==> src/sv/oaca_pkg.sv <==
// shared types and constants for the overhang area cost accumulator
package oaca_pkg;

  localparam int CoordW   = 32;
  localparam int NumCrd   = 9;
  localparam int DiffW    = CoordW + 1;
  localparam int CrossW   = 67;
  localparam int NormW    = 62;
  localparam int LimbW    = 32;
  localparam int OpW      = 2 * LimbW;
  localparam int AccW     = 128;
  localparam int RootW    = 63;
  localparam int RadW     = 2 * RootW;
  localparam int SqW      = 2 * NormW;
  localparam int SumW     = 48;
  localparam int AreaW    = 51;
  localparam int NtolW    = 31;
  localparam int HtolW    = 17;
  localparam int CfgIdxW  = 8;
  localparam int CfgDataW = 31;
  localparam int ExpW     = 8;

  localparam logic [SumW-1:0]    Max48          = {SumW{1'b1}};
  localparam logic [CfgIdxW-1:0] RegNormalTol   = 8'd0;
  localparam logic [CfgIdxW-1:0] RegHeightTol   = 8'd1;
  localparam logic [NtolW-1:0]   NormalTolReset = 31'd1074;
  localparam logic [HtolW-1:0]   HeightTolReset = 17'd1;

  // one multiply step request for the shared unit
  typedef struct packed {
    logic       valid;
    logic       clr;
    logic       sub;
    logic [1:0] step;
  } mac_cmd_t;

  // which product block the sequencer is running
  typedef enum logic [2:0] {
    PhC0  = 3'd0,
    PhC1  = 3'd1,
    PhC2  = 3'd2,
    PhSqz = 3'd3,
    PhSum = 3'd4,
    PhTol = 3'd5,
    PhGn  = 3'd6
  } phase_e;

  typedef enum logic [8:0] {
    SIdle  = 9'b000000001,
    SDiff  = 9'b000000010,
    SMul   = 9'b000000100,
    SDrain = 9'b000001000,
    SUse   = 9'b000010000,
    SNorm  = 9'b000100000,
    SSqrt  = 9'b001000000,
    SAcc   = 9'b010000000,
    SFin   = 9'b100000000
  } state_e;

endpackage

==> src/sv/oaca_mac.sv <==
// shared 32x32 multiplier with a 128-bit signed accumulator
module oaca_mac (
  input  logic                               clk_i,
  input  logic                               rst_ni,
  input  oaca_pkg::mac_cmd_t                 cmd_i,
  input  logic [oaca_pkg::OpW-1:0]           op_a_i,
  input  logic [oaca_pkg::OpW-1:0]           op_b_i,
  output logic [oaca_pkg::AccW-1:0]          acc_o
);
  import oaca_pkg::*;

  logic [LimbW-1:0] limb_a, limb_b;
  logic [OpW-1:0]   prod_d, prod_q;
  logic [1:0]       shsel_d, shsel_q;
  logic             vld_q, clr_q, sub_q;
  logic [AccW-1:0]  addend, base, acc_d, acc_q;

  // limb selection and product
  assign limb_a  = cmd_i.step[1] ? op_a_i[OpW-1:LimbW] : op_a_i[LimbW-1:0];
  assign limb_b  = cmd_i.step[0] ? op_b_i[OpW-1:LimbW] : op_b_i[LimbW-1:0];
  assign prod_d  = OpW'(limb_a) * OpW'(limb_b);
  assign shsel_d = {1'b0, cmd_i.step[1]} + {1'b0, cmd_i.step[0]};

  always_ff @(posedge clk_i or negedge rst_ni) begin
    if (!rst_ni) begin
      vld_q <= 1'b0;
    end else begin
      vld_q <= cmd_i.valid;
    end
  end

  always_ff @(posedge clk_i) begin
    prod_q  <= prod_d;
    shsel_q <= shsel_d;
    clr_q   <= cmd_i.clr;
    sub_q   <= cmd_i.sub;
  end

  // align the partial product and accumulate
  always_comb begin
    case (shsel_q)
      2'd0:    addend = {64'b0, prod_q};
      2'd1:    addend = {32'b0, prod_q, 32'b0};
      2'd2:    addend = {prod_q, 64'b0};
      default: addend = '0;
    endcase
    base  = clr_q ? '0 : acc_q;
    acc_d = sub_q ? base - addend : base + addend;
  end

  always_ff @(posedge clk_i) begin
    if (vld_q) begin
      acc_q <= acc_d;
    end
  end

  assign acc_o = acc_q;

endmodule

==> config.mk <==
export PLATFORM = sky130hd
export DESIGN_NAME = oaca_mac
export DESIGN_NICKNAME = d
export VERILOG_FILES = /design/src/sv/oaca_pkg.sv /design/src/sv/oaca_mac.sv
export SDC_FILE = /design/constraint.sdc
export NUM_CORES = 2
export LEC_CHECK = 0
export BUFFER_PORTS_ARGS = -buffer_cell sky130_fd_sc_hd__buf_4
export CAP_MARGIN = 40
export CORE_ASPECT_RATIO = 0.6
export CORE_UTILIZATION = 44
export CTS_CLUSTER_DIAMETER = 150
export DETAILED_ROUTE_END_ITERATION = 8
export GPL_TIMING_DRIVEN = 0
export SLEW_MARGIN = 20
export SYNTH_ARGS = -nofsm -noshare
export SYNTH_HDL_FRONTEND = slang
export SYNTH_SLANG_ARGS = --single-unit
export TNS_END_PERCENT = 30
==> constraint.sdc <==
create_clock -name clk_i -period 6.7 [get_ports clk_i]
set_input_delay 1.34 -clock clk_i [delete_from_list [all_inputs] [get_ports clk_i]]
set_output_delay 1.34 -clock clk_i [all_outputs]
set_load 0.05 [all_outputs]
; ---- After elaboration in Yosys (flattened, before gate mapping)
; Cells that the tools add are included.
[classes]
n_addsub = 3
n_mul = 1
eq_ne = 2
n_mux = 5
reduce_logical = 1
[ops]
columns = op, n
row1 = one-hot mux 128 bit (3 select lines), 1
row2 = two-way mux 128 bit, 2
row3 = adder 128 bit, 1
row4 = subtractor 128 bit, 1
row5 = multiplier 32 x 32 -> 64 bit, 1
row6 = two-way mux 32 bit, 2
row7 = adder 1 x 1 -> 2 bit, 1
row8 = equality test 2 x 1 -> 1 bit (second input constant), 1
row9 = equality test 2 bit (second input constant), 1
row10 = zero test 2 bit, 1
[totals]
ff_bits = 197
in_bits = 135
out_inout_bits = 128
word_cells = 18

; ---- Depth between registers and ports, before layout
[logic_depth]
depth_word = 4
depth_mapped = 33
mapped_depth_nobuf = 29

; ---- Worst setup path before layout
; No wires, ideal clock.
[synth_timing]
path_kind = in2reg
start = input port cmd_i[1] (netlist name)
end = register prod_q[63]
t_arrival_ns = 9.510
required_ns = 6.579
setup_slack_ns = -2.931
cell_stages = 31
n_path_buf = 5
path_cell_list = clkbuf_1 > clkbuf_1 > buf_1 > mux2i_1 > clkbuf_1 > nor2_1 > fa_1 > inv_1 > fa_1 > fa_1 > fa_1 > inv_1 > fa_1 > fa_1 > fa_1 > inv_1 > fa_1 > inv_1 > ha_1 > clkbuf_1 > nand2_1 > nor4_1 > a21oi_1 > o21ai_0 > o211ai_1 > a21oi_1 > a31oi_1 > o31a_1 > o21bai_1 > a31oi_1 > xnor2_1
[synth_via]
elab_chain_len = 2
[synth_rtl]
columns = item, line_no
row1 = from (decl), oaca_mac.sv:5  ; input oaca_pkg::mac_cmd_t cmd_i,
row2 = two-way mux 32 bit, oaca_mac.sv:19  ; assign limb_a = cmd_i.step[1] ? op_a_i[OpW-1:LimbW] : op_a_i[LimbW-1:0];
row3 = multiplier 32 x 32 -> 64 bit, oaca_mac.sv:21  ; assign prod_d = OpW'(limb_a) * OpW'(limb_b);
row4 = net prod_d[63], oaca_mac.sv:13  ; logic [OpW-1:0] prod_d, prod_q;
row5 = to (signal assigned), oaca_mac.sv:33  ; prod_q <= prod_d;
row6 = to (decl), oaca_mac.sv:13
; The timed path passes the listed nets, and every way through them passes these cells.
; A chain may end at the register's enable or synchronous reset.

; ---- Final worst setup path
[layout_timing]
start = input port cmd_i[1] (netlist name)
end = register prod_q[62]
; The elaborated chain is that of the path after synthesis.

==> out/qor.csv <==
stage;metric;value;unit
worst_setup_path;reg2reg end;acc_o[120];
drt;WL/cell;31.89;µm
outcome;status;finished with violations;
logic_synthesis;Mapped Area;52430;µm²
clocking;worst skew pair latency;0.53;ns
global_route;vias in the first global route;48645;
worst_setup_path;worst r2r path cells;22;
worst_setup_path;RR Startpoint;shsel_q[0];
logic_synthesis;Syn Inst Count;6301;
worst_setup_path;Critical Path RT;7.10;ns
floorplanning;Die ar.;120600;µm²
placed_design;post-DP HPWL;224.3;mm
logic_synthesis;Syn Area/Cell;8.320;µm²
floorplanning;Die Height;269.4;µm
placed_design;DP Area;58400;µm²
clocking;H-tree levels;4;
logic_synthesis;number of synthesized flops with an enable pin;128;
drt;via count;52378;
drt;DRT iter0 DRCs;7538;
logic_synthesis;most common cell in the netlist;nor2_1;
worst_setup_path;slack of the worst reg-to-reg path;-0.40;ns
placed_design;RePlAce Congestion;1.117;
sta;clock skew;0.03158;ns
logic_synthesis;synth cell count leaders;951 x nor2_1, 928 x inv_1, 897 x fa_1;
logic_synthesis;share of the synthesized area in the top cell type;34.25;%
worst_setup_path;Crit-path slowest cell;fa_2;
worst_hold_path;Tightest Hold Check Type;in -> async;
global_route;antenna violations before repair;24;
cells_and_area;cell area after layout;64690;µm²
sta;RSZ-0062 raised after global routing;yes;
worst_setup_path;Startpoint Class;input port;
placed_design;number of placed instances, taps included;8220;
worst_setup_path;critical path's most frequent cell;fa_1;
worst_setup_path;Critical Path AT;9.58;ns
logic_synthesis;Syn. warnings;0;
logic_synthesis;FFs w/ async S/R, synth;0.5076;%
drt;# DRC;0;
cells_and_area;fin util;55.12;%
clocking;maximum clock insertion buffer count;2;
job;max cap viols;0;
worst_setup_path;CP Max Fanout;7;
floorplanning;Die X;447.6;µm
sta;Fmax achieved;108.9;MHz
global_route;global-route wire length before repair;370.7;mm
outcome;violated checks;setup timing;
clocking;root buf cell;clkbuf_16;
global_route;Global Route Usage Sum;44.06;%
logic_synthesis;top cells by area, synth;fa_1 34%, ha_1 9.4%, edfxtp_1 7.3%, nor2_1 6.8%, inv_1 6.6%;
sta;Tcrit/Tclk final;137.0;%
floorplanning;I/O pin total;263;
floorplanning;Initial Utilization;44.67;%
global_route;grt total ovfl;0;
logic_synthesis;Yosys cell types;81;
placed_design;DP Worst Slack;-3.990;ns
clocking;CTS Hold Bufs;0;
global_route;largest net degree at the start of global routing;54;
clocking;cts bufs inserted;17;
drt;Vias/cell;6.164;
sta;Finish-stage setup viols;75;
worst_setup_path;critical path's largest stage delay;0.82;ns
drt;drt first pass iters;9;
clocking;CTS tree;yes;
logic_synthesis;syn_nets;7725;
sta;max-slew violation count;0;
sta;final hold viol count;0;
worst_setup_path;crit path capture type;flop;
sta;worst-margin pin slew;1.003;ns
cells_and_area;share of layout cells above drive strength 1;18.26;%
logic_synthesis;sequential area share after synthesis;9.976;%
clocking;clock sinks;197;
cells_and_area;Non-Filler Instances;8497;
drt;wirelength, routed;270.9;mm
drt;Antenna Nets Post-Route;0;
floorplanning;core footprint;117400;µm²
logic_synthesis;Synth Register Bits;197;
clocking;Worst-path clk slew;0.08;ns
sta;relative slew slack;33.17;%
cells_and_area;Net count, final;8310;
placed_design;Buffers on Ports;262;
logic_synthesis;Synth Flop Type;edfxtp_1;
cells_and_area;synth-to-layout area growth;23.39;%
sta;post-layout min period;9.182;ns
floorplanning;row cnt;97;
worst_setup_path;worst setup path category;in -> reg;
logic_synthesis;post-synth top area cell;fa_1;
sta;worst setup margin;-2.482;ns
critical path: cells and delay by family:
family,cells,cell delay [ns]
adders and majority gates,9,4.49
AOI/OAI and AO/OA,6,1.41
buffers and inverters,8,1.20
and+or+nand+nor,5,0.57
muxes,1,0.34
xor gates and xnor gates,1,0.15
area by class of cell:
type	instances	area [µm²]
Tap cell	1584	1982
Clock buffer	21	514.2
Clock inverter	11	107.6
Fill cell	10949	52670
Buffer	337	2889
Timing Repair Buffer	588	5530
Antenna cell	14	35.03
Inverter	929	3487
Sequential cell	197	5239
Multi-Input combinational cell	4816	44900
cell families (layout without fill, tap and decap cells):
| logic type | count (synthesis) | count (layout) | synth area share (%) |
|---|---|---|---|
| mux | 161 | 161 | 3.229 |
| flops | 197 | 197 | 9.976 |
| xor+xnor | 273 | 273 | 4.561 |
| fa+ha+maj | 1289 | 1289 | 43.61 |
| buf+inv | 1288 | 1886 | 9.246 |
| compound gates | 1002 | 1002 | 12.06 |
| other cells | 0 | 14 | 0 |
| simple gates | 2091 | 2091 | 17.32 |
placed cells by master (no fill, tap or decap), types with 28 or more instances in the layout:
| master | count |
|---|---|
| mux2i_1 | 36 |
| o21ai_0 | 148 |
| dfxtp_1 | 64 |
| clkbuf_8 | 57 |
| buf_12 | 42 |
| a31oi_1 | 30 |
| a21o_1 | 101 |
| o21bai_1 | 53 |
| clkbuf_2 | 28 |
| buf_4 | 440 |
| inv_1 | 916 |
| nand2b_1 | 29 |
| buf_6 | 89 |
| fa_2 | 58 |
| edfxtp_1 | 128 |
| clkbuf_16 | 51 |
| nor2_1 | 926 |
| o21a_1 | 33 |
| nor3_1 | 60 |
| nand4_1 | 74 |
| mux2i_4 | 53 |
| xnor2_1 | 151 |
| clkbuf_4 | 34 |
| fa_1 | 839 |
| nand3_1 | 62 |
| a21oi_1 | 307 |
| nand2_1 | 619 |
| mux2_4 | 33 |
| clkbuf_1 | 138 |
| xor2_1 | 110 |
| nor2b_1 | 144 |
| mux2_2 | 32 |
| ha_1 | 357 |
| buf_8 | 29 |
stage by stage:
stage / hold WS, ns / TNS [ns]
3_3_place_gp: 0.9075 / -364.93
4_1_cts: 0.5793 / -79.59
6_report: 0.5927 / -92.24
5_1_grt: 0.5810 / -96.92
2_1_floorplan: 0.8065 / -61.87
3_5_place_dp: 0.8989 / -316.77
metal layers:
layer	vias to the layer above	share of wire (%)	wire length [µm]	global-route usage, %
li1	21452	-	-	-
met1	26493	45	121700	68.40
met2	3884	33	90550	48.97
met3	498	19	50900	26.62
met4	51	2.5	6824	8.634
met5	-	0.38	1021	3.016
worst max-delay path by stage:
stage                     startpoint          to  slack [ns]  cells past startpoint
after floorplan             cmd_i[1]  prod_q[63]       -1.73                     30
after global routing        cmd_i[0]  prod_q[63]       -2.54                     31
after detailed placement    cmd_i[0]  prod_q[63]       -3.99                     28
after global placement    shsel_q[0]  acc_o[120]       -4.43                     27
final                       cmd_i[1]  prod_q[62]       -2.48                     30
after CTS                   cmd_i[0]  prod_q[63]       -2.26                     32
timing repair:
item,CTS,global route
gates resized for setup,563,204
gates cloned,10,0
pin swaps,80,73
buffers inserted,178,56
endpoints found under the setup margin,149,99
state kept, by name, indices dropped and copies added (netlist names):
| signal | cells |
|---|---|
| sub_q | 1 |
| shsel_q | 2 |
| clr_q | 1 |
| prod_q | 64 |
| vld_q | 1 |
| acc_o | 128 |
Power is not shown: default switching activity piles up to over one toggle a cycle in this logic, so the estimate is an artifact.
