[src/sv/oaca_pkg.sv]
// shared types and constants for the overhang area cost accumulator
package oaca_pkg;

  localparam int CoordW   = 32;
  localparam int NumCrd   = 9;
  localparam int DiffW    = CoordW + 1;
  localparam int CrossW   = 67;
  localparam int NormW    = 62;
  localparam int LimbW    = 32;
  localparam int OpW      = 2 * LimbW;
  localparam int AccW     = 128;
  localparam int RootW    = 63;
  localparam int RadW     = 2 * RootW;
  localparam int SqW      = 2 * NormW;
  localparam int SumW     = 48;
  localparam int AreaW    = 51;
  localparam int NtolW    = 31;
  localparam int HtolW    = 17;
  localparam int CfgIdxW  = 8;
  localparam int CfgDataW = 31;
  localparam int ExpW     = 8;

  localparam logic [SumW-1:0]    Max48          = {SumW{1'b1}};
  localparam logic [CfgIdxW-1:0] RegNormalTol   = 8'd0;
  localparam logic [CfgIdxW-1:0] RegHeightTol   = 8'd1;
  localparam logic [NtolW-1:0]   NormalTolReset = 31'd1074;
  localparam logic [HtolW-1:0]   HeightTolReset = 17'd1;

  // one multiply step request for the shared unit
  typedef struct packed {
    logic       valid;
    logic       clr;
    logic       sub;
    logic [1:0] step;
  } mac_cmd_t;

  // which product block the sequencer is running
  typedef enum logic [2:0] {
    PhC0  = 3'd0,
    PhC1  = 3'd1,
    PhC2  = 3'd2,
    PhSqz = 3'd3,
    PhSum = 3'd4,
    PhTol = 3'd5,
    PhGn  = 3'd6
  } phase_e;

  typedef enum logic [8:0] {
    SIdle  = 9'b000000001,
    SDiff  = 9'b000000010,
    SMul   = 9'b000000100,
    SDrain = 9'b000001000,
    SUse   = 9'b000010000,
    SNorm  = 9'b000100000,
    SSqrt  = 9'b001000000,
    SAcc   = 9'b010000000,
    SFin   = 9'b100000000
  } state_e;

endpackage

[src/sv/oaca_isqrt.sv]
// digit-by-digit integer square root, one root bit per cycle
module oaca_isqrt (
  input  logic                          clk_i,
  input  logic                          rst_ni,
  input  logic                          start_i,
  input  logic [oaca_pkg::RadW-1:0]     rad_i,
  output logic                          done_o,
  output logic [oaca_pkg::RootW-1:0]    root_o
);
  import oaca_pkg::*;

  logic [RadW-1:0]  rad_q;
  logic [63:0]      rem_q, rem_d;
  logic [RootW-1:0] root_q;
  logic [5:0]       cnt_q;
  logic             busy_q, done_q;
  logic [65:0]      rem_sh, trial, rem_sub;
  logic             ge;

  // trial subtraction for the next root bit
  always_comb begin
    rem_sh  = {rem_q, rad_q[RadW-1:RadW-2]};
    trial   = {1'b0, root_q, 2'b01};
    ge      = rem_sh >= trial;
    rem_sub = ge ? rem_sh - trial : rem_sh;
    rem_d   = rem_sub[63:0];
  end

  always_ff @(posedge clk_i or negedge rst_ni) begin
    if (!rst_ni) begin
      busy_q <= 1'b0;
      done_q <= 1'b0;
      cnt_q  <= '0;
    end else begin
      done_q <= 1'b0;
      if (start_i) begin
        busy_q <= 1'b1;
        cnt_q  <= '0;
      end else if (busy_q) begin
        cnt_q <= cnt_q + 6'd1;
        if (cnt_q == 6'(RootW - 1)) begin
          busy_q <= 1'b0;
          done_q <= 1'b1;
        end
      end
    end
  end

  always_ff @(posedge clk_i) begin
    if (start_i) begin
      rad_q  <= rad_i;
      rem_q  <= '0;
      root_q <= '0;
    end else if (busy_q) begin
      rad_q  <= {rad_q[RadW-3:0], 2'b00};
      rem_q  <= rem_d;
      root_q <= {root_q[RootW-2:0], ge};
    end
  end

  assign done_o = done_q;
  assign root_o = root_q;

endmodule
[config.mk]
export PLATFORM = sky130hd
export DESIGN_NAME = oaca_isqrt
export DESIGN_NICKNAME = d
export VERILOG_FILES = /design/src/sv/oaca_pkg.sv /design/src/sv/oaca_isqrt.sv
export SDC_FILE = /design/constraint.sdc
export NUM_CORES = 1
export LEC_CHECK = 0
export BUFFER_PORTS_ARGS = -buffer_cell sky130_fd_sc_hd__buf_2
export CAP_MARGIN = 20
export CELL_PAD_IN_SITES_DETAIL_PLACEMENT = 1
export CELL_PAD_IN_SITES_GLOBAL_PLACEMENT = 1
export CORE_MARGIN = 2
export CORE_UTILIZATION = 49
export CTS_BUF_LIST = sky130_fd_sc_hd__clkbuf_8 sky130_fd_sc_hd__clkbuf_16
export CTS_CLUSTER_DIAMETER = 60
export DETAILED_ROUTE_END_ITERATION = 10
export GPL_ROUTABILITY_DRIVEN = 1
export PLACE_DENSITY_LB_ADDON = 0.2
export SLEW_MARGIN = 20
export SYNTH_ARGS = -nofsm -noshare
export SYNTH_HDL_FRONTEND = slang
export SYNTH_SLANG_ARGS = --single-unit
[constraint.sdc]
create_clock -name clk_i -period 6.1 [get_ports clk_i]
set_clock_uncertainty 0.2 [all_clocks]
set_input_delay 1.22 -clock clk_i [delete_from_list [all_inputs] [get_ports clk_i]]
set_output_delay 1.22 -clock clk_i [all_outputs]
set_load 0.005 [all_outputs]
## After elaboration in Yosys (flattened, before gate mapping)

Cells that the tools add are included.

| word-level totals | value |
|---|---|
| bits in read-only memories | 0 |
| memories kept | 0 |
| bits of input ports | 129 |
| RAM bits | 0 |
| register bits | 261 |
| logic and storage cells | 22 |
| latch bits | 0 |

| operators by class | value |
|---|---|
| muxes and demuxes | 11 |
| add/subtract/negate cells | 2 |
| bitwise gates (word level) | 0 |
| shift operators | 0 |
| order comparisons | 1 |
| eq/ne operators | 1 |
| reductions and logical operators | 1 |
| multiply operators | 0 |
| divide/modulo/power cells | 0 |

Operators by type and width:

| kind | number |
|---|---|
| $mux W126 | 2 |
| $ge A66 B65 Y1 | 1 |
| $mux W64 | 1 |
| $sub A64 B64 Y64 | 1 |
| $mux W6 | 2 |
| $add A6 B1 Y6 const B | 1 |
| $eq A6 B6 Y1 const B | 1 |
| $mux W1 | 6 |
| $reduce_bool A2 Y1 | 1 |

## Depth between registers and ports, before layout

Gate-level depths: netlist of run 1.

| depth | value |
|---|---|
| depth after elaboration | 4 |
| depth in mapped cells | 15 |

## Worst setup path before layout of run 1

Ideal clock, no wire load.

| timing path | value |
|---|---|
| path kind | input -> register |
| from | input start_i |
| to | register rad_q[0], enable pin |
| library setup time | 0.479 ns |
| path buffers | 2 |
| setup slack | 1.098 ns |
| arrival time | 4.323 ns |
| stages on the path | 4 |
| cells stage by stage | clkbuf_1 clkbuf_1 nor2_1 inv_1 |

| between the ends | value |
|---|---|
| longest elaborated chain between the ends | 1 |

Ends and longest elaborated chain:

| item | line | text |
|---|---|---|
| start: declaration | oaca_isqrt.sv:5 | `input logic start_i,` |
| $reduce_bool A2 Y1 (no source line) | n/a |  |
| end signal: assignment | oaca_isqrt.sv:51 | `rad_q <= rad_i;` |
| end signal: assignment | oaca_isqrt.sv:55 | `rad_q <= {rad_q[RadW-3:0], 2'b00};` |
| end: declaration | oaca_isqrt.sv:12 | `logic [RadW-1:0] rad_q;` |

Every way passes these cells.
A chain may end at the register's enable or synchronous reset.

## Worst setup path in the final report of run 1

| timing path | value |
|---|---|
| from | register root_q[11], in the netlist root_o[11] |
| to | register rem_q[53] |

| between the ends | value |
|---|---|
| longest elaborated chain between the ends | 2 |
| elaborated cells on any way between the ends | 3 |
| classes of those cells | add/sub (1); order compare (1); mux (1) |

Ends and longest elaborated chain:

| item | line | text |
|---|---|---|
| start: declaration | oaca_isqrt.sv:14 | `logic [RootW-1:0] root_q;` |
| start signal: assignment | oaca_isqrt.sv:57 | `root_q <= {root_q[RootW-2:0], ge};` |
| $sub A64 B64 Y64 or $ge A66 B65 Y1 (tied branches) | oaca_isqrt.sv:25, oaca_isqrt.sv:24 |  |
| $mux W64 * | oaca_isqrt.sv:25 | `rem_sub = ge ? rem_sh - trial : rem_sh;` |
| end signal: assignment | oaca_isqrt.sv:56 | `rem_q <= rem_d;` |
| end: declaration | oaca_isqrt.sv:13 | `logic [63:0] rem_q, rem_d;` |

Every way passes the cells marked *; elsewhere a longest branch is shown, timed or not.

==> metrics.txt, run 1 <==
number of buffers created by CTS=31; Post-Route WL=between 40,000 and 50,000 um; number of fill cells=3,383; worst min-delay path category=in2async; via count=11,900; final worst-path cycle share=71.4%; result of the run=finished, final reports clean; iteration count of the initial detailed-routing pass=5; Setup Fix Bufs, Post-CTS=0; Total Die Area=about 32,000 sq um; worst hold slack=0.274 ns; drt first-iter violations=~600; VDD IR max=291 uV; maximum fanout along the worst path=24; R2R Path Start=root_o[11]; top achievable clock speed=approximately 230 MHz; sequence of cells on the critical path=inv_1 > ha_1 > nand4_1 > or3_1 > o21bai_1 > a41oi_2 > a21oi_1 > o21ai_4 > buf_4 > o21ai_1 > a2111oi_1; final cell count without fillers=2,080; data required time at the worst endpoint=6.36 ns; highest-delay cell along the critical path=o21ai_4; max capacitance violation total=0; Arr. time, crit path=approximately 4.6 ns; final HPWL from detailed placement=29,500 um; clk_lat worst skew=0.58 ns; worst rel slew slack=35.3%; vias per cell=5.71; Main synth FF type=dfxtp_1; net total in the final layout=1,860; clock-pin transition on the worst setup and hold timing paths=0.06 ns; GR Util met2=44.3%; Resized Gates After CTS=0; maximum count of clock buffers along a single path=3; DR WL/cell=20.0 um; reg-to-reg slack, setup=1.74 ns; leading cell type by number of instances after synthesis=nor2_1; met1 capacity usage during global routing=between 30 and 40%; TritonCTS clock tree=built; worst setup path class=reg2reg; level count of the clock H-tree=1; share of synthesized flip-flops with an asynchronous set or reset=3.07%; Worst setup SP type=flip-flop; global placer's final weighted congestion=0.872; count of flip-flops with a built-in enable after synthesis=126; number of top-level pins=193; leakage dissipation=7.71 nW; post-synth design cell area=14,900 sq um; Synthesized Nets=1,714; Clock Tree Root=clkbuf_16; post-route DRC violation count=0; number of placed instances with taps included=between 2,000 and 2,500; Hold Violations, Final=0; synth cell count leaders=nor2_1 (175), dfxtp_1 (127), mux2_2 (127); total routing usage reported by global routing=25.9%; fraction of post-synthesis cell area in the top cell type by area=between 20% and 30%; largest net degree at the start of global routing=80; Die W=between 150 and 200 um; layout overhead on the synthesized area=14.7%; number of buffers added on ports=192; post-synth top area cell=edfxtp_1; flip-flop and latch area=6530 sq um; Setup TNS Final=0 ns; worst reg2reg path endpoint=rem_q[53]; Least-Margin Pin Slew=0.971 ns; number of warnings printed during yosys synthesis=0; proportion of layout cells with a drive suffix above 1=a little under a quarter; Cell variety after synth=61; vias in the first global route=12,500; Avg Synthesized Cell Area=9.80 sq um; GR Overflow Total=0; delay of the slowest cell on the worst path=0.71 ns; synth top area cells=edfxtp_1 (25%), dfxtp_1 (17%), mux2_2 (9.6%), mux2i_1 (6.5%), ha_1 (5.6%); unrepaired setup endpoints after global routing=no; endpoint type of the worst setup path=flip-flop; total core area=approximately 30,000 sq um; number of antenna-violating nets in the routed design=0; setup violators final=0; gate count after technology mapping=1,518; multi-input combinational cell area=7580 sq um; Starting Density=49.9%; Final min period=4.36 ns; standard-cell rows=63; Global Route met3 Usage=6.52%; R2R cell count=11; Chip Height=178 um; number of buffers inserted by hold repair at cts=0; # clock sinks=roughly 260; highest-utilization routing layer at the global route stage=met2; max-slew violation count=0; Seq/Total Area, Yosys=a little over two fifths; first-pass GRT wire length=between 60,000 and 70,000 um; number of antenna violations at the first check in global routing=6; power per cell area=492 nW/um^2; number of register bits inferred by synthesis=261
routing by layer:
| layer | wire length [um] | up-vias |
|---|---|---|
| li1 | - | 5769 |
| met1 | 18100 | 5751 |
| met2 | 19800 | 266 |
| met3 | 2580 | 80 |
| met4 | 1020 | 10 |
| met5 | 64 | - |
cell type report:
| type | count | share of cell area (%) |
|---|---|---|
| clock buffer | 36 | 4.95 |
| multi-input combinational | 1069 | 44.4 |
| timing repair buffer | 202 | 6.21 |
| antenna | 1 | 0.0147 |
| clock inverter | 22 | 1.08 |
| sequential | 261 | 38.3 |
| inverter | 99 | 2.19 |
| tap | 390 | 2.86 |
worst max-delay path by stage:
stage	start	to	slack (ns)	cells past startpoint
final	root_o[11]	rem_q[53]	1.74	11
after global routing	root_o[11]	rem_q[53]	1.44	11
after CTS	root_o[11]	rem_q[53]	1.76	11
after detailed placement	root_o[11]	rem_q[59]	1.79	11
after global placement	root_o[11]	rem_q[59]	1.99	11
after floorplan	start_i	rad_q[0]	1.10	4
worst max-delay path, delay by kind of cell, from the launching register on:
kind / cells / cell delay [ns]
fa+ha+maj: 1 / 0.47
compound gates: 6 / 2.10
flops: 1 / 0.37
buf+inv: 2 / 0.49
simple gates: 2 / 0.61
logic make-up after synthesis:
| logic type | after synthesis | synth area share [%] |
|---|---|---|
| and+or+nand+nor | 389 | 11.4 |
| AOI/OAI and AO/OA | 336 | 14.6 |
| DFF | 261 | 43.9 |
| muxes | 224 | 16.1 |
| buffers and inverters | 188 | 5.20 |
| adders and majority gates | 67 | 5.64 |
| xor gates and xnor gates | 53 | 3.12 |
flip-flops by register name, indices dropped and copies added (netlist names):
signal  count
cnt_q       6
rad_q     126
root_o     63
rem_q      64
done_o      1
busy_q      1
stage by stage:
step / instance area (sq um) / util, % / setup WS, ns / power [mW]
finish: 17100 / 57.3 / 1.74 / 8.40
detailed placement: 16000 / 53.8 / 1.79 / 6.50
floorplan: 14900 / - / 1.10 / 5.55
global placement: 16000 / 53.8 / 1.99 / 6.38
global route: 17100 / 57.3 / 1.44 / 8.97
CTS: 17100 / 57.2 / 1.76 / 8.42
power breakdown:
group | leakage (nW) | switching (mW) | internal [mW]
sequential | 2.48 | 0.187 | 2.12
clock | 0.539 | 0.780 | 1.08
combinational | 4.69 | 2.49 | 1.74
total | 7.71 | 3.46 | 4.94
cell usage in the layout (no fill, tap or decap), drive strengths merged, types with 6 or more instances in the layout:
| cell type | n |
|---|---|
| edfxtp | 126 |
| o21ai | 61 |
| nor3 | 19 |
| nand4 | 29 |
| a21oi | 104 |
| a221oi | 6 |
| nand3 | 23 |
| a31oi | 11 |
| nand2 | 103 |
| inv | 111 |
| nor2 | 175 |
| a21o | 24 |
| dfrtp | 8 |
| xnor2 | 30 |
| buf | 202 |
| and3 | 6 |
| mux2 | 127 |
| o211ai | 15 |
| or3 | 9 |
| a211oi | 47 |
| and2 | 8 |
| ha | 67 |
| o21bai | 22 |
| xor2 | 23 |
| o21a | 9 |
| mux2i | 97 |
| clkbuf | 36 |
| clkinv | 7 |
| dfxtp | 127 |
(Power assumes the default switching activity.)
==> run 2: changes to the inputs <==
--- a/config.mk
+++ b/config.mk
@@ -10,7 +10,7 @@
 export CELL_PAD_IN_SITES_DETAIL_PLACEMENT = 1
 export CELL_PAD_IN_SITES_GLOBAL_PLACEMENT = 1
 export CORE_MARGIN = 2
-export CORE_UTILIZATION = 49
+export CORE_UTILIZATION = 46
 export CTS_BUF_LIST = sky130_fd_sc_hd__clkbuf_8 sky130_fd_sc_hd__clkbuf_16
 export CTS_CLUSTER_DIAMETER = 60
 export DETAILED_ROUTE_END_ITERATION = 10
==> constraint.sdc (replaced) <==
create_clock -name clk_i -period 4.1 [get_ports clk_i]
set_clock_uncertainty 0.2 [all_clocks]
set_input_delay 0.82 -clock clk_i [delete_from_list [all_inputs] [get_ports clk_i]]
set_output_delay 0.82 -clock clk_i [all_outputs]
set_load 0.005 [all_outputs]
==> run 2 against run 1 <==
Net effect:
- clock-buffer cell count increased by 8
- core utilization decreased by 2.5 points
- fmax increased by 15%
- sequential power increased by 48%
- non-clock buffer count increased by 11
- power increased by 55%
- sequential share of layout area decreased by 0.64 points
- sequential cell count unchanged
- critical path type unchanged
- critical endpoint is now rem_q[59]
- largest cell class unchanged
- largest power group unchanged
==> metrics.txt, run 2 (synthesis gave the netlist of run 1 again) <==
result of the run=finished, final reports clean; most flop-heavy register=rad_q; flip-flop count of the largest register after layout=126 (unchanged); proportion of layout cells with a drive suffix above 1=23.6% (+0.80 points); Hold Violations, Final=0 (unchanged); Clock Tree Root=clkbuf_16; number of antenna violations at the first check in global routing=2 (-4); number of antenna-violating nets in the routed design=0 (unchanged); worst rel slew slack=45.5% (+10 points); # clock sinks=261 (unchanged); internal portion of total power=7.72 mW (+56%); sum of met3 wire segment lengths after detailed routing=2640 um (+2.6%); Least-Margin Pin Slew=0.817 ns (-0.154 ns); worst setup path class=reg2reg; area of all placed cells without fillers=17,400 sq um (+1.7%); standard-cell rows=65 (+3.2%); top library cells by usage in the layout, fill and taps aside=buf_2 (191), nor2_1 (175), mux2_2 (127), dfxtp_1 (127), edfxtp_1 (126); TritonCTS clock tree=built; clock-pin transition on the worst setup and hold timing paths=0.06 ns (about the same); top achievable clock speed=264 MHz (+15%); timing startpoint of the critical path=root_o[0]; Total Die Area=33,800 sq um (+6.4%); Setup TNS Final=0 ns (unchanged); maximum fanout along the worst path=17 (-29%); number of buffers created by CTS=35 (+13%); iteration count of the initial detailed-routing pass=5 (unchanged); clk_lat worst skew=0.52 ns (-0.06 ns); vias in the first global route=12,600 (+1.1%); total routing usage reported by global routing=24.4% (-1.6 points); Die W=184 um (+3.1%); total core area=31,700 sq um (+6.4%); highest routing layer actually used=met5; Setup Fix Bufs, Post-CTS=0 (unchanged); startpoint of the worst hold path=rem_q[40]; wire length on met1=17,900 um (-0.81%); setup violators final=0 (unchanged); number of buffers added on ports=192 (unchanged); net switching component of the power=5.27 mW (+52%); Met2 Routed Length=19,600 um (-0.89%); Net Sw Frac=40.6% (-0.64 points); post-route DRC violation count=0 (unchanged); placed inst area=16,100 sq um (+0.76%); final worst-path cycle share=92.4% (+21 points); DR WL/cell=19.5 um (-2.4%); largest net degree at the start of global routing=169 (+110%); global placer's final weighted congestion=0.879 (+0.72%); R2R Path Start=root_o[0]; part of the power in the clock network=23.5% (+1.4 points); sequential fraction of design power=26.3% (-1.1 points); Starting Density=46.9% (-3.0 points); GR Overflow Total=0 (unchanged); first-pass GRT wire length=66,500 um (+0.88%); power per cell area=748 nW/um^2 (+52%); drt first-iter violations=493 (-17%); Chip Height=184 um (+3.1%); Final min period=3.79 ns (-0.568 ns); combinational share of power=50.2% (-0.2 points); unrepaired setup endpoints after global routing=no; number of top-level pins=193 (unchanged); layout overhead on the synthesized area=16.7%; endpoint type of the worst setup path=flip-flop; via count=11,900 (+0.39%); Arr. time, crit path=4.00 ns (-0.61 ns); net total in the final layout=1,875 (+0.81%); Worst setup SP type=flip-flop; maximum count of clock buffers along a single path=3 (unchanged); worst min-delay path category=reg2reg; level count of the clock H-tree=2 (+1); leading cell type in the layout, fill and taps excluded=buf_2; Post-Route WL=41,000 um (-1.1%); leakage dissipation=7.85 nW (+1.8%); data required time at the worst endpoint=4.31 ns (-2.05 ns); max-slew violation count=0 (unchanged); vias per cell=5.66 (-0.90%); final HPWL from detailed placement=28,300 um (-4.2%); max capacitance violation total=0 (unchanged); VDD IR max=410 uV (+41%)
run 2: final cells by class:
class                           instances  area [sq um]
Fill cell                            3584         14400
Tap cell                              402           503
Clock buffer                           44          1000
Inverter                               99           375
Sequential cell                       261          6530
Clock inverter                         18           173
Multi-Input combinational cell       1069          7580
Timing Repair Buffer                  213          1190
Antenna cell                            1          2.50
run 2: critical path, cell delays in order, from the launching register on:
cell and delay, ns:
dfxtp_1 0.42, inv_1 0.08, ha_1 0.35, nor2b_1 0.17, o31ai_1 0.34, a21oi_1 0.14
o21bai_1 0.22, a41oi_2 0.20, a21oi_1 0.56, o21ai_4 0.17, buf_4 0.23, nand2_1 0.23
nor2_1 0.08, a2111oi_1 0.29
run 2: metal layers:
metal / vias up / global-route usage, %
met1: 5786 / 30.5
met4: 4 / 6.78
met5: - / 0
met3: 69 / 6.56
met2: 267 / 41.4
li1: 5796 / -
run 2: stage by stage:
step           std cells  setup WS (ns)  total power, mW  util (%)  hold slack [ns]
2_1_floorplan       1518          0.139             8.25         -            0.257
3_3_place_gp        2042          0.330             9.62      50.9            0.275
3_5_place_dp        2042          0.299             9.79      50.9            0.289
4_1_cts             2105          0.292             13.0      54.6            0.297
5_1_grt             2106         0.0327             13.9      54.7            0.320
6_report            2107          0.312             13.0      54.7            0.302
run 2: timing repair:
item,4_1_cts,5_1_grt
hold buffers,1,0
gates resized for setup,0,1
setup endpoints to repair,0,1
endpoints found under the hold margin,8,0
run 2: power groups by stage:
stage	clock [mW]	combinational (mW)	sequential, mW
floorplan	0	4.89	3.36
global placement	0	6.18	3.44
detailed placement	0	6.33	3.46
CTS	3.12	6.41	3.41
global route	3.21	7.22	3.46
finish	3.05	6.52	3.42
run 2: path summary, 6_finish.rpt:
path | end | slack [ns] | cells past startpoint
max in group asynchronous | busy_q | 3.03 | 2
hold reg to reg | rem_q[40] | 0.30 | 2
setup / recovery | rem_q[59] | 0.31 | 13
hold / removal | rem_q[40] | 0.30 | 2
setup reg to reg | rem_q[59] | 0.31 | 13
min in group asynchronous | busy_q | 0.48 | 2
==> run 3: changes to the inputs <==
--- a/config.mk
+++ b/config.mk
@@ -10,12 +10,13 @@
 export CELL_PAD_IN_SITES_DETAIL_PLACEMENT = 1
 export CELL_PAD_IN_SITES_GLOBAL_PLACEMENT = 1
 export CORE_MARGIN = 2
-export CORE_UTILIZATION = 46
+export CORE_UTILIZATION = 41
 export CTS_BUF_LIST = sky130_fd_sc_hd__clkbuf_8 sky130_fd_sc_hd__clkbuf_16
 export CTS_CLUSTER_DIAMETER = 60
 export DETAILED_ROUTE_END_ITERATION = 10
 export GPL_ROUTABILITY_DRIVEN = 1
 export PLACE_DENSITY_LB_ADDON = 0.2
+export SKIP_LAST_GASP = 1
 export SLEW_MARGIN = 20
 export SYNTH_ARGS = -nofsm -noshare
 export SYNTH_HDL_FRONTEND = slang
==> constraint.sdc (replaced) <==
create_clock -name clk_i -period 3.8 [get_ports clk_i]
set_clock_uncertainty 0.2 [all_clocks]
set_input_delay 0.76 -clock clk_i [delete_from_list [all_inputs] [get_ports clk_i]]
set_output_delay 0.76 -clock clk_i [all_outputs]
set_load 0.005 [all_outputs]
==> run 3 against run 2 <==
Net effect:
- the run now ends with design-rule violations left
- power rose by 15%
- core utilization fell by 4.4 points
- clock power rose by 20%
- combinational power rose by 17%
- die area rose by 12%
- global-route usage fell by 2.7 points
- sequential cell count did not move
- clock-buffer cell count fell by 3
- sequential share of layout area fell by 1.3 points
- first-iteration DRC count rose by 38%
- design area rose by 3.5%
- critical path depth rose by 1
- critical endpoint is now rem_q[10]
- largest cell class unchanged
==> metrics.txt, run 3 (synthesis gave the netlist of run 1 again) <==
global placer's final weighted congestion=0.862 (-1.9%); GR Util met2=35.5% (-5.9 points); Die W=194 um (+5.8%); area of all placed cells without fillers=17,900 sq um (+3.5%); endpoint type of the worst setup path=flip-flop; largest net degree at the start of global routing=127 (-25%); Arr. time, crit path=3.76 ns (-0.24 ns); failing checks=design-rule violations; final HPWL from detailed placement=29,500 um (+4.3%); clk_lat worst skew=0.54 ns (+0.02 ns); max-slew violation count=0 (unchanged); Chip Height=194 um (+5.8%); standard-cell rows=69 (+6.2%); setup violators final=0 (unchanged); R2R cell count=14 (+1); Hold Violations, Final=0 (unchanged); number of antenna-violating nets in the routed design=0 (unchanged); net total in the final layout=1,915 (+2.1%); maximum count of clock buffers along a single path=3 (unchanged); top achievable clock speed=280 MHz (+6.2%); number of top-level pins=193 (unchanged); number of buffers created by CTS=36 (+2.9%); vias per cell=5.43 (-4.1%); via count=12,000 (+0.49%); DR WL/cell=18.8 um (-3.6%); power per cell area=831 nW/um^2 (+11%); flip-flop count of the largest register after layout=126 (unchanged); hold-critical path depth=2 (unchanged); max capacitance violation total=0 (unchanged); level count of the clock H-tree=2 (unchanged); top library cells by usage in the layout, fill and taps aside=buf_2 (191), nor2_1 (174), mux2_2 (127), dfxtp_1 (127), edfxtp_1 (126); Total Die Area=37,800 sq um (+12%); final worst-path cycle share=93.8% (+1.4 points); TritonCTS clock tree=built; worst setup path class=reg2reg; first-pass GRT wire length=67,100 um (+0.81%); vias in the first global route=12,600 (-0.43%); leading cell type in the layout, fill and taps excluded=buf_2; worst rel slew slack=51.9% (+6.3 points); result of the run=finished, violations left; worst reg2reg path endpoint=rem_q[10]; worst min-delay path category=reg2reg; clock-pin transition on the worst setup and hold timing paths=0.05 ns (about the same); layout overhead on the synthesized area=20.7%; met1 capacity usage during global routing=28.4% (-2.1 points); post-route DRC violation count=3 (+3); GR Overflow Total=0 (unchanged); drt first-iter violations=678 (+38%); Clock Tree Root=clkbuf_16; R2R Path Start=root_o[14]; proportion of layout cells with a drive suffix above 1=25.8% (+2.2 points); startpoint of the worst hold path=rem_q[49]; reg-to-reg slack, setup=0.23 ns (-0.08 ns); most flop-heavy register=rad_q; placed inst area=16,500 sq um (+2.4%); leakage dissipation=8.12 nW (+3.5%); Least-Margin Pin Slew=0.722 ns (-0.0950 ns); maximum fanout along the worst path=10 (-7); Post-Route WL=41,400 um (+0.99%); highest-utilization routing layer at the global route stage=met2; # clock sinks=261 (unchanged); Global Route met3 Usage=5.69% (-0.87 points); Starting Density=41.7% (-5.2 points); total routing usage reported by global routing=21.6% (-2.7 points); worst hold slack=0.293 ns (-0.00961 ns); Hold Crit Endpoint=rem_q[49]; number of buffers added on ports=192 (unchanged); number of antenna violations at the first check in global routing=3 (+1); iteration count of the initial detailed-routing pass=7 (+2); Final min period=3.57 ns (-0.223 ns); total core area=35,700 sq um (+12%); data required time at the worst endpoint=3.99 ns (-0.32 ns); Worst setup SP type=flip-flop; VDD IR max=423 uV (+3.1%)
==> run 3: cell count changes in the layout (fill, tap and decap cells not counted), sizes merged <==
cell | before | now
buf | 211 | 249
bufinv | 2 | 6
clkbuf | 45 | 43
clkinv | 6 | 7
inv | 108 | 109
==> run 3: per-stage QoR <==
| step | utilization, % | worst slack, ns | setup TNS, ns | total power, mW | instances |
|---|---|---|---|---|---|
| floorplan | - | 0.0356 | 0 | 8.90 | 1518 |
| global placement | 46.4 | 0.308 | 0 | 10.8 | 2137 |
| detailed placement | 46.4 | 0.133 | 0 | 11.0 | 2137 |
| CTS | 50.1 | 0.100 | 0 | 14.7 | 2203 |
| global route | 50.3 | -0.0192 | -0.0525 | 15.9 | 2208 |
| finish | 50.3 | 0.234 | 0 | 14.9 | 2208 |
==> run 3: power breakdown <==
part	switching (mW)	leakage (nW)	internal, mW
clock network	1.36	0.660	2.29
registers	0.254	2.48	3.40
logic	4.28	4.98	3.32
==> run 3: final cells by class <==
cell class	count	area [sq um]
Fill cell	4035	17700
Clock buffer	41	981
Timing Repair Buffer	252	1560
Clock inverter	24	322
Tap cell	461	577
Sequential cell	261	6530
Inverter	99	375
Antenna cell	1	2.50
Multi-Input combinational cell	1069	7600
==> run 3: worst max-delay path, stage by stage, from the launching register on <==
cell	delay, ns
dfxtp_1	0.39
inv_1	0.06
ha_2	0.38
nand2_1	0.13
or3_1	0.42
nor4_2	0.29
nand3_1	0.17
o41ai_2	0.37
a21oi_1	0.12
o21ai_4	0.16
buf_4	0.20
buf_12	0.14
nor2_1	0.05
a211oi_1	0.25
nor3_1	0.07
==> run 3: how the worst max path moves through the flow <==
stage | startpoint | cells past startpoint | endpoint
after floorplan | start_i | 4 | rad_q[0]
after CTS | root_o[14] | 12 | rem_q[63]
after detailed placement | root_o[14] | 12 | rem_q[63]
after global placement | root_o[13] | 13 | rem_q[56]
final | root_o[14] | 14 | rem_q[10]
after global routing | root_o[13] | 14 | rem_q[10]
==> run 3: layer usage <==
layer,part of all wire (%),vias to the layer above
met4,1.9,4
met1,45,5813
li1,-,5879
met2,47,223
met3,6.0,62
met5,0.058,-
==> run 3: repair_timing <==
action / in CTS / in global routing
gates resized for setup: 0 / 8
endpoints found under the setup margin: 0 / 25
buffers inserted: 0 / 2
hold buffers: 1 / 0
hold endpoints to repair: 8 / 0
